$ cat config.mk
export PLATFORM = sky130hd
export DESIGN_NAME = integer_field_formatter_core_flat
export DESIGN_NICKNAME = d
export VERILOG_FILES = /design/src/hw/rtl/iff_pkg.sv /design/src/hw/rtl/iff_if.sv /design/src/hw/rtl/integer_field_formatter_core.sv /design/src/flat_wrapper.sv
export SDC_FILE = /design/constraint.sdc
export NUM_CORES = 1
export LEC_CHECK = 0
export BUFFER_PORTS_ARGS = -buffer_cell sky130_fd_sc_hd__buf_2
export CAP_MARGIN = 20
export CORE_MARGIN = 3
export CORE_UTILIZATION = 55
export DETAILED_ROUTE_END_ITERATION = 12
export PLACE_DENSITY = 0.83
export SLEW_MARGIN = 20
export SYNTH_ARGS = -nofsm -noshare
export SYNTH_HDL_FRONTEND = slang
export SYNTH_SLANG_ARGS = --single-unit
$ cat constraint.sdc
create_clock -name clock -period 9.1 [get_ports clock]
set_input_delay 0.455 -clock clock [delete_from_list [all_inputs] [get_ports clock]]
set_output_delay 0.455 -clock clock [all_outputs]
set_load 0.1 [all_outputs]
$ cat src/hw/rtl/iff_pkg.sv
// ============================================================================
// iff_pkg: shared constants and helpers for the integer field formatter
// Field widths, digit counts, ASCII codes and the digit-to-character map.
// ============================================================================
package iff_pkg;

   // Fixed widths of the transaction fields.
   localparam int FIELD_W    = 7;
   localparam int BIN_W      = 64;
   localparam int CHAR_W     = 8;
   localparam int NIB_W      = 4;

   // Most digits a 64-bit value needs in decimal and in hexadecimal.
   localparam int DEC_DIGITS = 20;
   localparam int HEX_DIGITS = BIN_W / NIB_W;
   localparam int DIG_BITS   = DEC_DIGITS * NIB_W;
   localparam int SIG_W      = $clog2(DEC_DIGITS + 1);
   localparam int STEP_W     = $clog2(BIN_W);

   // Hexadecimal fields with no width given use this width.
   localparam logic [FIELD_W-1:0] HEX_DEFAULT_WIDTH = FIELD_W'(8);

   localparam logic [CHAR_W-1:0] CHAR_ZERO   = 8'h30;
   localparam logic [CHAR_W-1:0] CHAR_SPACE  = 8'h20;
   localparam logic [CHAR_W-1:0] CHAR_LOWER_A = 8'h61;
   localparam logic [NIB_W-1:0]  NIB_TEN     = 4'd10;

   typedef enum logic {
      MODE_DEC = 1'b0,
      MODE_HEX = 1'b1
   } mode_type;

   // Maps one digit value to its lowercase ASCII character.
   function automatic logic [CHAR_W-1:0] digit_char(input logic [NIB_W-1:0] nib);
      logic [CHAR_W-1:0] ext;
      ext = {{(CHAR_W-NIB_W){1'b0}}, nib};
      if (nib < NIB_TEN) begin
         digit_char = CHAR_ZERO + ext;
      end else begin
         digit_char = CHAR_LOWER_A + ext - {{(CHAR_W-NIB_W){1'b0}}, NIB_TEN};
      end
   endfunction

endpackage

$ cat src/hw/rtl/iff_if.sv
// ============================================================================
// iff_if: valid/ready channels of the integer field formatter
// Request channel carries the number and its format, response channel
// carries one character per transaction.
// ============================================================================
interface iff_req_if;
   import iff_pkg::*;

   logic               valid;
   logic               ready;
   logic               mode;
   logic [BIN_W-1:0]   value;
   logic [FIELD_W-1:0] field_width;
   logic               precision_given;
   logic [FIELD_W-1:0] min_digits;
   logic               zero_fill;
   logic               right_align;

   modport source (
      output valid, mode, value, field_width, precision_given, min_digits,
             zero_fill, right_align,
      input  ready
   );

   modport sink (
      input  valid, mode, value, field_width, precision_given, min_digits,
             zero_fill, right_align,
      output ready
   );
endinterface

interface iff_rsp_if;
   import iff_pkg::*;

   logic              valid;
   logic              ready;
   logic [CHAR_W-1:0] out_char;
   logic              last_char;

   modport source (
      output valid, out_char, last_char,
      input  ready
   );

   modport sink (
      input  valid, out_char, last_char,
      output ready
   );
endinterface

$ cat src/hw/rtl/integer_field_formatter_core.sv
// ============================================================================
// integer_field_formatter_core: 64-bit unsigned number to ASCII field
// Converts one number to decimal or lowercase hexadecimal text, pads it to
// the requested width and streams the characters out one per transaction.
// ============================================================================
// Sequence: decimal requests run the shift-add-3 conversion, then normalize, one
// setup step and one output load before the first character; hexadecimal skips
// the conversion. Characters then leave at one per cycle while the response channel is ready.
// There is a single shift-add-3 unit and a single output register, so a new request is
// taken only in idle, once the last character of the previous field has been accepted.
// Reset: synchronous, active high; returns to idle with no response pending.
module integer_field_formatter_core #(
   parameter int MAX_FIELD = 64
) (
   input  logic       clock,
   input  logic       reset,
   iff_req_if.sink    req_ch,
   iff_rsp_if.source  rsp_ch
);
   import iff_pkg::*;

   // Counter width large enough to hold any saturated width or digit count.
   localparam int CNT_W = $clog2(MAX_FIELD + 1);

   typedef enum logic [2:0] {
      ST_IDLE,
      ST_CONVERT,
      ST_NORM,
      ST_PREP,
      ST_EMIT
   } state_type;

   state_type            state_ff, state_in;

   // Work registers. The digit register holds BCD digits after the decimal
   // conversion or the raw nibbles of a hex value, most significant on top.
   logic [DIG_BITS-1:0]  dig_ff, dig_in;
   logic [BIN_W-1:0]     bin_ff, bin_in;
   logic [STEP_W-1:0]    step_ff, step_in;
   logic [SIG_W-1:0]     sig_ff, sig_in;

   // Latched format of the current request, already saturated.
   logic [CNT_W-1:0]     width_ff, width_in;
   logic [CNT_W-1:0]     prec_ff, prec_in;
   logic [CHAR_W-1:0]    pad_char_ff, pad_char_in;
   logic                 right_ff, right_in;

   // Remaining characters: padding and digits (including precision zeros).
   logic [CNT_W-1:0]     pad_cnt_ff, pad_cnt_in;
   logic [CNT_W-1:0]     dig_cnt_ff, dig_cnt_in;

   // Output register.
   logic                 rsp_valid_ff, rsp_valid_in;
   logic [CHAR_W-1:0]    char_ff, char_in;
   logic                 last_ff, last_in;

   // Combinational helpers.
   logic [DIG_BITS-1:0]  dabble;
   logic [CNT_W-1:0]     width_sat;
   logic [CNT_W-1:0]     prec_sat;
   logic [CNT_W-1:0]     sig_ext;
   logic [CNT_W-1:0]     nd;
   logic [CNT_W-1:0]     pad_next;
   logic [CNT_W-1:0]     dig_next;
   logic [NIB_W-1:0]     top_nib;
   logic                 out_free;

   assign req_ch.ready     = (state_ff == ST_IDLE);
   assign rsp_ch.valid     = rsp_valid_ff;
   assign rsp_ch.out_char  = char_ff;
   assign rsp_ch.last_char = last_ff;

   // Width and precision above the field limit are clamped to it.
   assign width_sat = (req_ch.field_width > FIELD_W'(MAX_FIELD)) ?
                      CNT_W'(MAX_FIELD) : CNT_W'(req_ch.field_width);
   assign prec_sat  = (req_ch.min_digits > FIELD_W'(MAX_FIELD)) ?
                      CNT_W'(MAX_FIELD) : CNT_W'(req_ch.min_digits);

   assign sig_ext  = CNT_W'(sig_ff);
   assign nd       = (sig_ext > prec_ff) ? sig_ext : prec_ff;
   assign top_nib  = dig_ff[DIG_BITS-1 -: NIB_W];
   assign out_free = !rsp_valid_ff || rsp_ch.ready;

   // Shift-add-3 correction: every BCD digit of 5 or more gets 3 added before
   // the next left shift, so the digits stay decimal as the binary shifts in.
   always_comb begin
      for (int i = 0; i < DEC_DIGITS; i++) begin
         if (dig_ff[i*NIB_W +: NIB_W] >= 4'd5) begin
            dabble[i*NIB_W +: NIB_W] = dig_ff[i*NIB_W +: NIB_W] + 4'd3;
         end else begin
            dabble[i*NIB_W +: NIB_W] = dig_ff[i*NIB_W +: NIB_W];
         end
      end
   end

   always_comb begin
      state_in     = state_ff;
      dig_in       = dig_ff;
      bin_in       = bin_ff;
      step_in      = step_ff;
      sig_in       = sig_ff;
      width_in     = width_ff;
      prec_in      = prec_ff;
      pad_char_in  = pad_char_ff;
      right_in     = right_ff;
      pad_cnt_in   = pad_cnt_ff;
      dig_cnt_in   = dig_cnt_ff;
      rsp_valid_in = rsp_valid_ff;
      char_in      = char_ff;
      last_in      = last_ff;
      pad_next     = pad_cnt_ff;
      dig_next     = dig_cnt_ff;

      case (state_ff)
         ST_IDLE: begin
            if (req_ch.valid) begin
               if (mode_type'(req_ch.mode) == MODE_HEX) begin
                  // Hex ignores precision, fill and alignment: at least one
                  // digit, zero padding before the digits.
                  width_in    = (width_sat == '0) ? CNT_W'(HEX_DEFAULT_WIDTH) : width_sat;
                  prec_in     = CNT_W'(1);
                  pad_char_in = CHAR_ZERO;
                  right_in    = 1'b1;
                  dig_in      = {req_ch.value, {(DIG_BITS-BIN_W){1'b0}}};
                  sig_in      = SIG_W'(HEX_DIGITS);
                  state_in    = ST_NORM;
               end else begin
                  width_in    = width_sat;
                  prec_in     = req_ch.precision_given ? prec_sat : CNT_W'(1);
                  pad_char_in = req_ch.zero_fill ? CHAR_ZERO : CHAR_SPACE;
                  right_in    = req_ch.right_align;
                  dig_in      = '0;
                  bin_in      = req_ch.value;
                  step_in     = '0;
                  state_in    = ST_CONVERT;
               end
            end
         end

         ST_CONVERT: begin
            // One binary bit enters the BCD register per cycle.
            dig_in  = {dabble[DIG_BITS-2:0], bin_ff[BIN_W-1]};
            bin_in  = {bin_ff[BIN_W-2:0], 1'b0};
            step_in = step_ff + 1'b1;
            if (step_ff == {STEP_W{1'b1}}) begin
               sig_in   = SIG_W'(DEC_DIGITS);
               state_in = ST_NORM;
            end
         end

         ST_NORM: begin
            // Strip leading zero digits; sig counts the significant ones left.
            // A zero value ends with no significant digits at all.
            if (sig_ff != '0 && top_nib == '0) begin
               dig_in = {dig_ff[DIG_BITS-NIB_W-1:0], {NIB_W{1'b0}}};
               sig_in = sig_ff - 1'b1;
            end else begin
               state_in = ST_PREP;
            end
         end

         ST_PREP: begin
            dig_cnt_in = nd;
            pad_cnt_in = (width_ff > nd) ? (width_ff - nd) : '0;
            state_in   = ST_EMIT;
         end

         ST_EMIT: begin
            if (out_free) begin
               if (pad_cnt_ff == '0 && dig_cnt_ff == '0) begin
                  // Field finished, or empty (zero with precision zero and no
                  // width): nothing more to send.
                  rsp_valid_in = 1'b0;
                  state_in     = ST_IDLE;
               end else begin
                  rsp_valid_in = 1'b1;
                  if (right_ff && pad_cnt_ff != '0) begin
                     char_in  = pad_char_ff;
                     pad_next = pad_cnt_ff - 1'b1;
                  end else if (dig_cnt_ff != '0) begin
                     if (dig_cnt_ff > sig_ext) begin
                        // Leading zeros demanded by the precision.
                        char_in = CHAR_ZERO;
                     end else begin
                        char_in = digit_char(top_nib);
                        dig_in  = {dig_ff[DIG_BITS-NIB_W-1:0], {NIB_W{1'b0}}};
                        sig_in  = sig_ff - 1'b1;
                     end
                     dig_next = dig_cnt_ff - 1'b1;
                  end else begin
                     char_in  = pad_char_ff;
                     pad_next = pad_cnt_ff - 1'b1;
                  end
                  pad_cnt_in = pad_next;
                  dig_cnt_in = dig_next;
                  last_in    = (pad_next == '0) && (dig_next == '0);
               end
            end
         end

         default: begin
            state_in = ST_IDLE;
         end
      endcase
   end

   always_ff @(posedge clock) begin
      if (reset) begin
         state_ff     <= ST_IDLE;
         rsp_valid_ff <= 1'b0;
      end else begin
         state_ff     <= state_in;
         rsp_valid_ff <= rsp_valid_in;
      end
      dig_ff      <= dig_in;
      bin_ff      <= bin_in;
      step_ff     <= step_in;
      sig_ff      <= sig_in;
      width_ff    <= width_in;
      prec_ff     <= prec_in;
      pad_char_ff <= pad_char_in;
      right_ff    <= right_in;
      pad_cnt_ff  <= pad_cnt_in;
      dig_cnt_ff  <= dig_cnt_in;
      char_ff     <= char_in;
      last_ff     <= last_in;
   end

   // A pending character always means a request is still in progress.
   a_busy_while_output: assert property (@(posedge clock) disable iff (reset)
      rsp_valid_ff |-> !req_ch.ready)
      else $error("request taken while a character is pending");

   // Once the final character of a field is taken, no further character follows.
   a_quiet_after_last: assert property (@(posedge clock) disable iff (reset)
      (rsp_ch.valid && rsp_ch.ready && rsp_ch.last_char) |=> !rsp_ch.valid)
      else $error("character sent after the last one of a field");

   // The digit count still to send always covers the unsent significant digits.
   a_digits_cover_sig: assert property (@(posedge clock) disable iff (reset)
      (state_ff == ST_EMIT) |-> (dig_cnt_ff >= sig_ext))
      else $error("significant digits would be dropped");

endmodule
$ cat src/flat_wrapper.sv
// flat-port wrapper written by rule: the top's interface ports become plain ports
module integer_field_formatter_core_flat import iff_pkg::*;
#(
   parameter int MAX_FIELD = 64
)
  (clock, reset, req_ch_valid, req_ch_mode, req_ch_value, req_ch_field_width, req_ch_precision_given, req_ch_min_digits, req_ch_zero_fill, req_ch_right_align, req_ch_ready, rsp_ch_valid, rsp_ch_out_char, rsp_ch_last_char, rsp_ch_ready);
  iff_req_if req_ch_i ();
  iff_rsp_if rsp_ch_i ();
  input  logic clock;
  input  logic reset;
  input wire logic [$bits(req_ch_i.valid)-1:0] req_ch_valid;
  input wire logic [$bits(req_ch_i.mode)-1:0] req_ch_mode;
  input wire logic [$bits(req_ch_i.value)-1:0] req_ch_value;
  input wire logic [$bits(req_ch_i.field_width)-1:0] req_ch_field_width;
  input wire logic [$bits(req_ch_i.precision_given)-1:0] req_ch_precision_given;
  input wire logic [$bits(req_ch_i.min_digits)-1:0] req_ch_min_digits;
  input wire logic [$bits(req_ch_i.zero_fill)-1:0] req_ch_zero_fill;
  input wire logic [$bits(req_ch_i.right_align)-1:0] req_ch_right_align;
  output wire logic [$bits(req_ch_i.ready)-1:0] req_ch_ready;
  output wire logic [$bits(rsp_ch_i.valid)-1:0] rsp_ch_valid;
  output wire logic [$bits(rsp_ch_i.out_char)-1:0] rsp_ch_out_char;
  output wire logic [$bits(rsp_ch_i.last_char)-1:0] rsp_ch_last_char;
  input wire logic [$bits(rsp_ch_i.ready)-1:0] rsp_ch_ready;
  assign req_ch_i.valid = req_ch_valid;
  assign req_ch_i.mode = req_ch_mode;
  assign req_ch_i.value = req_ch_value;
  assign req_ch_i.field_width = req_ch_field_width;
  assign req_ch_i.precision_given = req_ch_precision_given;
  assign req_ch_i.min_digits = req_ch_min_digits;
  assign req_ch_i.zero_fill = req_ch_zero_fill;
  assign req_ch_i.right_align = req_ch_right_align;
  assign req_ch_ready = req_ch_i.ready;
  assign rsp_ch_valid = rsp_ch_i.valid;
  assign rsp_ch_out_char = rsp_ch_i.out_char;
  assign rsp_ch_last_char = rsp_ch_i.last_char;
  assign rsp_ch_i.ready = rsp_ch_ready;
  integer_field_formatter_core #(.MAX_FIELD(MAX_FIELD)) u_core (.clock(clock), .reset(reset), .req_ch(req_ch_i), .rsp_ch(rsp_ch_i));
endmodule
==> reports/results.ini, run 1 <==
[synth]
ys_types = 68
yosys_warnings = 0
synth_area_um2 = 11500
async_flop_share_pct = 0
ys_ff_latch = 197
netlist_instances = 1194
synth_edf_count = 193
seq_area_frac_synth_pct = 50.9
avgSynthCellArea_um2 = 9.66
synthFlopType = edfxtp_1
synth_nets = 1343

[global_routing]
grt_pass1_vias = 8457
grt_overflow_total = 0
antenna_found_initial = 1
grt_max_degree = 82
grt_usage_pct = 21.8
grt_pass1_wl_um = 40200

[min_path]
hold_path_end = u_core.rsp_ch.valid$_SDFFE_PP0P_
min_path_cells = 2
worst_hold_startpoint = reset
hold_class = in -> reg

[timing]
worst_slack_ns = 5.30
slew_headroom_pct = 28.9
min_period_ns = 3.80
setup_viol = 0
maxSlewViolCount = 0
fin_setup_tns_ns = 0
fin_crit_sh_pct = 41.8
max_freq_mhz = 263
fin_worst_skew_ns = 0.00919
hold_violations = 0
tightest_slew_ns = 1.07
rsz0062_at_grt = no

[placement]
dp_hpwl_um = 16600
place_inst = 1520
io_buffers = 95
routabilityCongestion = 0.913
pre_cts_slack_ns = 5.34

[pwr]
leakagePower_nw = 5.08
p_per_area_nw_per_um2 = 349
ir_worst_vdd_uv = 185

[critical_path]
cp_max_fo = 81
start_kind = register
crit_path_end_kind = register
cp.arrival_ns = 3.92
regToRegSetupSlack_ns = 5.30
cp.required_ns = 9.22
rr_endpoint = u_core.sig_ff[0]$_SDFFCE_PP0P_
crit_type = reg -> reg
rr_startpoint = u_core.sig_ff[1]$_SDFFCE_PP0P_
r2r_cells = 11

[clock_tree]
clkLatencyLatePin_ns = 0.43
cts_root_buffer = clkbuf_16
cts_tree = yes
numCtsBuffers = 17
numClockSinks = 197
post_cts_buffers = 0
cts.reportedPaths.clkPinSlew_ns = 0.07
cts-htree-levels = 4
cts_resized = 0
clk_path_buf_depth = 2
postCtsHoldBufs = 0

[die]
start_util_pct = 56.5
die_x_um = 151
ios = 97
die_area_um2 = 22700
die_y_um = 151
core_um2 = 20400
rows = 52

[route]
vias_per_cell = 5.80
wire_per_inst_um = 16.1
drt_iter0_drc = 842
drt-pass1-iter-count = 4
num_vias = 8994
drt-total-wl_um = 24900
drc = 0
ant_nets = 0

[finish]
num_antenna_cells = 0
nNetsFinal = 1418
fin_cells = 1551
area_growth_pct = 11.3
drive_above_1_share_pct = 12.1
num-fill-cells = 1619

[run]
max-cap-violations = 0

[run_status]
status = finished clean

==> flip-flops by register name, summed over array words and instances (netlist names) <==
register                 flops
u_core.sig_ff                5
u_core.state_ff              3
u_core.bin_ff               64
u_core.prec_ff               7
u_core.step_ff               6
u_core.pad_cnt_ff            7
u_core.right_ff              1
u_core.dig_cnt_ff            7
u_core.width_ff              7
u_core.pad_char_ff           1
u_core.rsp_ch.out_char       7
u_core.rsp_ch.valid          1
u_core.rsp_ch.last_char      1
u_core.dig_ff               80
==> placed cells by master, fill, tap and decap left out, types with 11 or more instances in the layout <==
master and instances:
a21oi_1 110, nand3_1 11, ha_1 62, nor2b_1 12
nor3b_1 23, inv_1 70, nor2_1 82, clkbuf_16 17
a22oi_1 35, xnor2_1 31, nand2b_1 29, edfxtp_1 193
o21ai_0 89, o22ai_1 11, a221o_1 16, buf_2 95
nand2_1 246
==> cell usage after synthesis (all sizes together) (4+ instances only) <==
cell type  count  area share [%]
nor3          11            0.52
a31oi          5            0.33
inv           70             2.3
o21ai         91             4.0
a22oi         35             2.3
xor2          10            0.76
nor3b         23             1.5
nor2          84             2.8
o31ai          4            0.26
edfxtp       193              50
a221o         16             1.4
xnor2         31             2.4
ha            62             6.7
or2            6            0.33
clkbuf        46             1.5
o21a           4            0.26
nor4           6            0.46
and2           9            0.49
o22ai         12            0.71
dfxtp          4            0.69
a21oi        110             4.8
a21o           4            0.27
nand2b        29             1.6
and3           4            0.22
nand2        247             8.0
nand3         11            0.48
nor2b         13            0.71
==> kinds of logic after synthesis <==
group / after synthesis / synth area share (%)
compound gates: 310 / 16.4
xor+xnor: 41 / 3.11
fa+ha+maj: 65 / 7.07
buf+inv: 118 / 3.94
flops: 197 / 50.9
mux: 2 / 0.174
other cells: 2 / 0.0651
simple gates: 459 / 18.3
==> worst max-delay path, cell delays in order (launching register included) <==
cell and delay, ns:
edfxtp_1 0.42, inv_1 0.14, ha_1 0.26, nor2b_1 0.13
o21a_1 0.16, o21a_1 0.17, o21a_1 0.18, o22ai_1 0.14
nand3_1 0.28, a221oi_4 0.33, buf_4 0.81, o211a_1 0.40
==> per-stage QoR <==
stage / hold WS, ns / util [%] / instance area [µm²] / power [mW]
6_report: 0.258 / 62.8 / 12800 / 4.47
5_1_grt: 0.244 / 62.8 / 12800 / 4.81
4_1_cts: 0.236 / 62.8 / 12800 / 4.47
3_5_place_dp: 0.491 / 60.1 / 12300 / 3.71
3_3_place_gp: 0.487 / 60.1 / 12300 / 3.61
2_1_floorplan: 0.484 / - / 11500 / 3.27
==> per-layer routing <==
layer | part of all wire (%) | vias to the layer above | GRT usage (%)
met5 | 0.028 | - | 0
met2 | 50 | 275 | 36.9
met4 | 1.3 | 2 | 5.98
met1 | 44 | 4264 | 29.1
li1 | - | 4420 | -
met3 | 5.3 | 33 | 3.86
==> cell type report <==
class | instances | area [µm²] | area share [%]
Clock buffer | 19 | 433 | 3.37
Sequential cell | 197 | 5880 | 45.8
Tap cell | 270 | 338 | 2.63
Multi-Input combinational cell | 879 | 5250 | 40.9
Clock inverter | 12 | 133 | 1.03
Timing Repair Buffer | 104 | 543 | 4.23
Inverter | 70 | 263 | 2.05
==> where the power goes <==
part / switching, mW / leakage [nW] / internal (mW)
clock network: 0.337 / 0.266 / 0.404
logic: 1.20 / 2.88 / 0.708
registers: 0.287 / 1.93 / 1.54
==> how the worst max path moves through the flow <==
stage                                   startpoint  cells past startpoint  slack [ns]                        endpoint
detailed placement  u_core.sig_ff[1]$_SDFFCE_PP0P_                     11        5.34  u_core.sig_ff[4]$_SDFFCE_PP1P_
global placement    u_core.sig_ff[1]$_SDFFCE_PP0P_                     11        5.42  u_core.sig_ff[3]$_SDFFCE_PP0P_
finish              u_core.sig_ff[1]$_SDFFCE_PP0P_                     11        5.30  u_core.sig_ff[0]$_SDFFCE_PP0P_
CTS                 u_core.sig_ff[1]$_SDFFCE_PP0P_                     11        5.32  u_core.sig_ff[4]$_SDFFCE_PP1P_
global route        u_core.sig_ff[1]$_SDFFCE_PP0P_                     11        5.04  u_core.sig_ff[4]$_SDFFCE_PP1P_
floorplan           u_core.sig_ff[1]$_SDFFCE_PP0P_                     10        0.23  u_core.sig_ff[0]$_SDFFCE_PP0P_
No activity file was read; power rests on OpenSTA's default activity.
==> inputs of run 2 (changes only) <==
clock period = 3.3 ns   (was 9.1 ns; I/O delays follow)
==> reports/results.ini, run 2 (synthesized netlist as in run 1, its figures left out) <==
[clock_tree]
numClockSinks = 197  ; unchanged
clk_path_buf_depth = 2  ; unchanged
numCtsBuffers = 17  ; unchanged
cts_tree = yes
cts-htree-levels = 4  ; unchanged
clkLatencyLatePin_ns = 0.44  ; about the same
cts.reportedPaths.clkPinSlew_ns = 0.08  ; about the same
cts_root_buffer = clkbuf_16

[timing]
maxSlewViolCount = 0  ; unchanged
fin_crit_sh_pct = 97.7  ; +56 points
fin_setup_tns_ns = 0  ; unchanged
tightest_slew_ns = 0.821  ; -0.246 ns
fin_worst_skew_ns = 0.0166  ; +0.00739 ns
setup_viol = 0  ; unchanged
min_period_ns = 3.23  ; -0.575 ns
worst_slack_ns = 0.0744  ; -5.23 ns
hold_violations = 0  ; unchanged
slew_headroom_pct = 45.3  ; +16 points
max_freq_mhz = 310  ; +18%

[run_status]
status = finished clean

[run]
max-cap-violations = 0  ; unchanged

[finish]
fin_area_um2 = 13300  ; +3.8%
largest-register = u_core.dig_ff
layout_commonest_cell = nand2_1
final_cell_mix = nand2_1 (246), edfxtp_1 (193), a21oi_1 (107), buf_2 (95), o21ai_0 (88)
num_antenna_cells = 0  ; unchanged
largest_reg_flops = 80  ; unchanged
area_growth_pct = 15.5
drive_above_1_share_pct = 15.4  ; +3.3 points
num-fill-cells = 1551  ; -4.2%
largest_registers = u_core.dig_ff x80, u_core.bin_ff x64
nNetsFinal = 1450  ; +2.3%
final_util_pct = 65.2  ; +2.4 points

[pwr]
leakagePower_nw = 5.29  ; +4.1%
ir_worst_vdd_uv = 514  ; +180%
p_per_area_nw_per_um2 = 962  ; +180%

[die]
die_area_um2 = 22700  ; unchanged
die_x_um = 151  ; unchanged
rows = 52  ; unchanged
core_um2 = 20400  ; unchanged
die_y_um = 151  ; unchanged
ios = 97  ; unchanged
start_util_pct = 56.5  ; unchanged

[global_routing]
grt_max_degree = 77  ; -6.1%
grt_pass1_wl_um = 41200  ; +2.5%
grt_pass1_vias = 8733  ; +3.3%
grt_overflow_total = 0  ; unchanged
grt_usage_pct = 22.3  ; +0.45 points
antenna_found_initial = 1  ; unchanged

[route]
wire_per_inst_um = 16.1  ; about the same
drt-pass1-iter-count = 5  ; +1
ant_nets = 0  ; unchanged
num_vias = 9222  ; +2.5%
drt-total-wl_um = 25500  ; +2.1%
drc = 0  ; unchanged
drt_iter0_drc = 697  ; -17%
vias_per_cell = 5.82  ; +0.40%

[min_path]
hold_class = in -> reg
worst_hold_startpoint = req_ch_value[47]
hold_path_end = u_core.bin_ff[47]$_DFFE_PP_
min_path_cells = 3  ; +1

[critical_path]
r2r_cells = 12  ; +1
start_kind = register
crit_path_end_kind = register
rr_startpoint = u_core.sig_ff[4]$_SDFFCE_PP1P_
crit_type = reg -> reg
cp.required_ns = 3.49  ; -5.73 ns
regToRegSetupSlack_ns = 0.07  ; -5.23 ns
cp_max_fo = 8  ; -90%
rr_endpoint = u_core.pad_cnt_ff[0]$_DFFE_PP_
cp.arrival_ns = 3.42  ; -0.50 ns

[placement]
dp_hpwl_um = 17100  ; +2.9%
pre_cts_slack_ns = -0.108  ; -5.45 ns
io_buffers = 95  ; unchanged
dpl_cell_area_um2 = 12500  ; +1.5%
routabilityCongestion = 0.906  ; -0.70%

[run 2: cell types whose count changed in the layout (fill, tap and decap cells not counted), moves of 3 or more]
cell           before  now
ha_1               62   59
buf_4               9   30
clkinvlp_4          3    0
a21oi_1           110  107
dlygate4sd3_1       0    9
inv_1              70   67
inv_2               0    3
clkinv_8            0    3
ha_4                0    3
[run 2: area by class of cell]
cell class                 instances  area [µm²]  share of cell area (%)
sequential                       197        5880                    44.1
multi-input combinational        879        5400                    40.5
timing repair buffer             136         831                    6.24
clock buffer                      18         429                    3.22
tap                              270         338                    2.54
inverter                          70         263                    1.97
clock inverter                    14         191                    1.44
[run 2: routing by layer]
layer	GRT usage, %	share of wire [%]	vias up
li1	-	-	4478
met1	29.3	43	4390
met2	37.6	49	311
met3	3.65	5.7	41
met4	7.48	1.7	2
met5	0	0.027	-
[run 2: how the worst max path moves through the flow]
stage                                              start                             end  depth (start not counted)  slack [ns]
after CTS                 u_core.sig_ff[4]$_SDFFCE_PP1P_  u_core.pad_cnt_ff[3]$_DFFE_PP_                         13        0.01
after floorplan           u_core.sig_ff[1]$_SDFFCE_PP0P_  u_core.sig_ff[0]$_SDFFCE_PP0P_                         10       -1.14
after detailed placement  u_core.sig_ff[4]$_SDFFCE_PP1P_  u_core.pad_cnt_ff[3]$_DFFE_PP_                         13       -0.11
after global routing      u_core.sig_ff[4]$_SDFFCE_PP1P_  u_core.pad_cnt_ff[0]$_DFFE_PP_                         12       -0.03
final                     u_core.sig_ff[4]$_SDFFCE_PP1P_  u_core.pad_cnt_ff[0]$_DFFE_PP_                         12        0.07
after global placement    u_core.sig_ff[4]$_SDFFCE_PP1P_  u_core.pad_cnt_ff[2]$_DFFE_PP_                         13        0.05
[run 2: report_power, final]
part	internal, mW	switching [mW]
registers	4.22	0.774
logic	2.20	3.46
clock network	1.16	1.00
total	7.58	5.24
[run 2: timing repair]
action | in CTS | in global routing
hold endpoints to repair | 11 | 0
pin swaps | 2 | 5
resized for setup | 5 | 18
endpoints found under the setup margin | 7 | 7
buffers inserted | 3 | 2
hold buffers | 9 | 0
[run 2: per-stage QoR]
| stage | power, mW | hold WS, ns | cells |
|---|---|---|---|
| 5_1_grt | 13.8 | 0.0122 | 1584 |
| 3_5_place_dp | 10.4 | 0.400 | 1538 |
| 6_report | 12.8 | 0.00875 | 1584 |
| 3_3_place_gp | 10.1 | 0.393 | 1538 |
| 2_1_floorplan | 8.96 | 0.234 | 1194 |
| 4_1_cts | 12.7 | 0.000170 | 1582 |
[run 2: worst max-delay path, stage by stage, from the launching register on]
cell and delay [ns]:
edfxtp_1 0.43, ha_4 0.30, a21oi_1 0.06, or3_4 0.34, a21o_4 0.28, nor2_1 0.14, a21oi_2 0.06, ha_1 0.30
and2_1 0.19, a22o_1 0.26, a311o_1 0.32, a21oi_1 0.19, o31ai_1 0.08
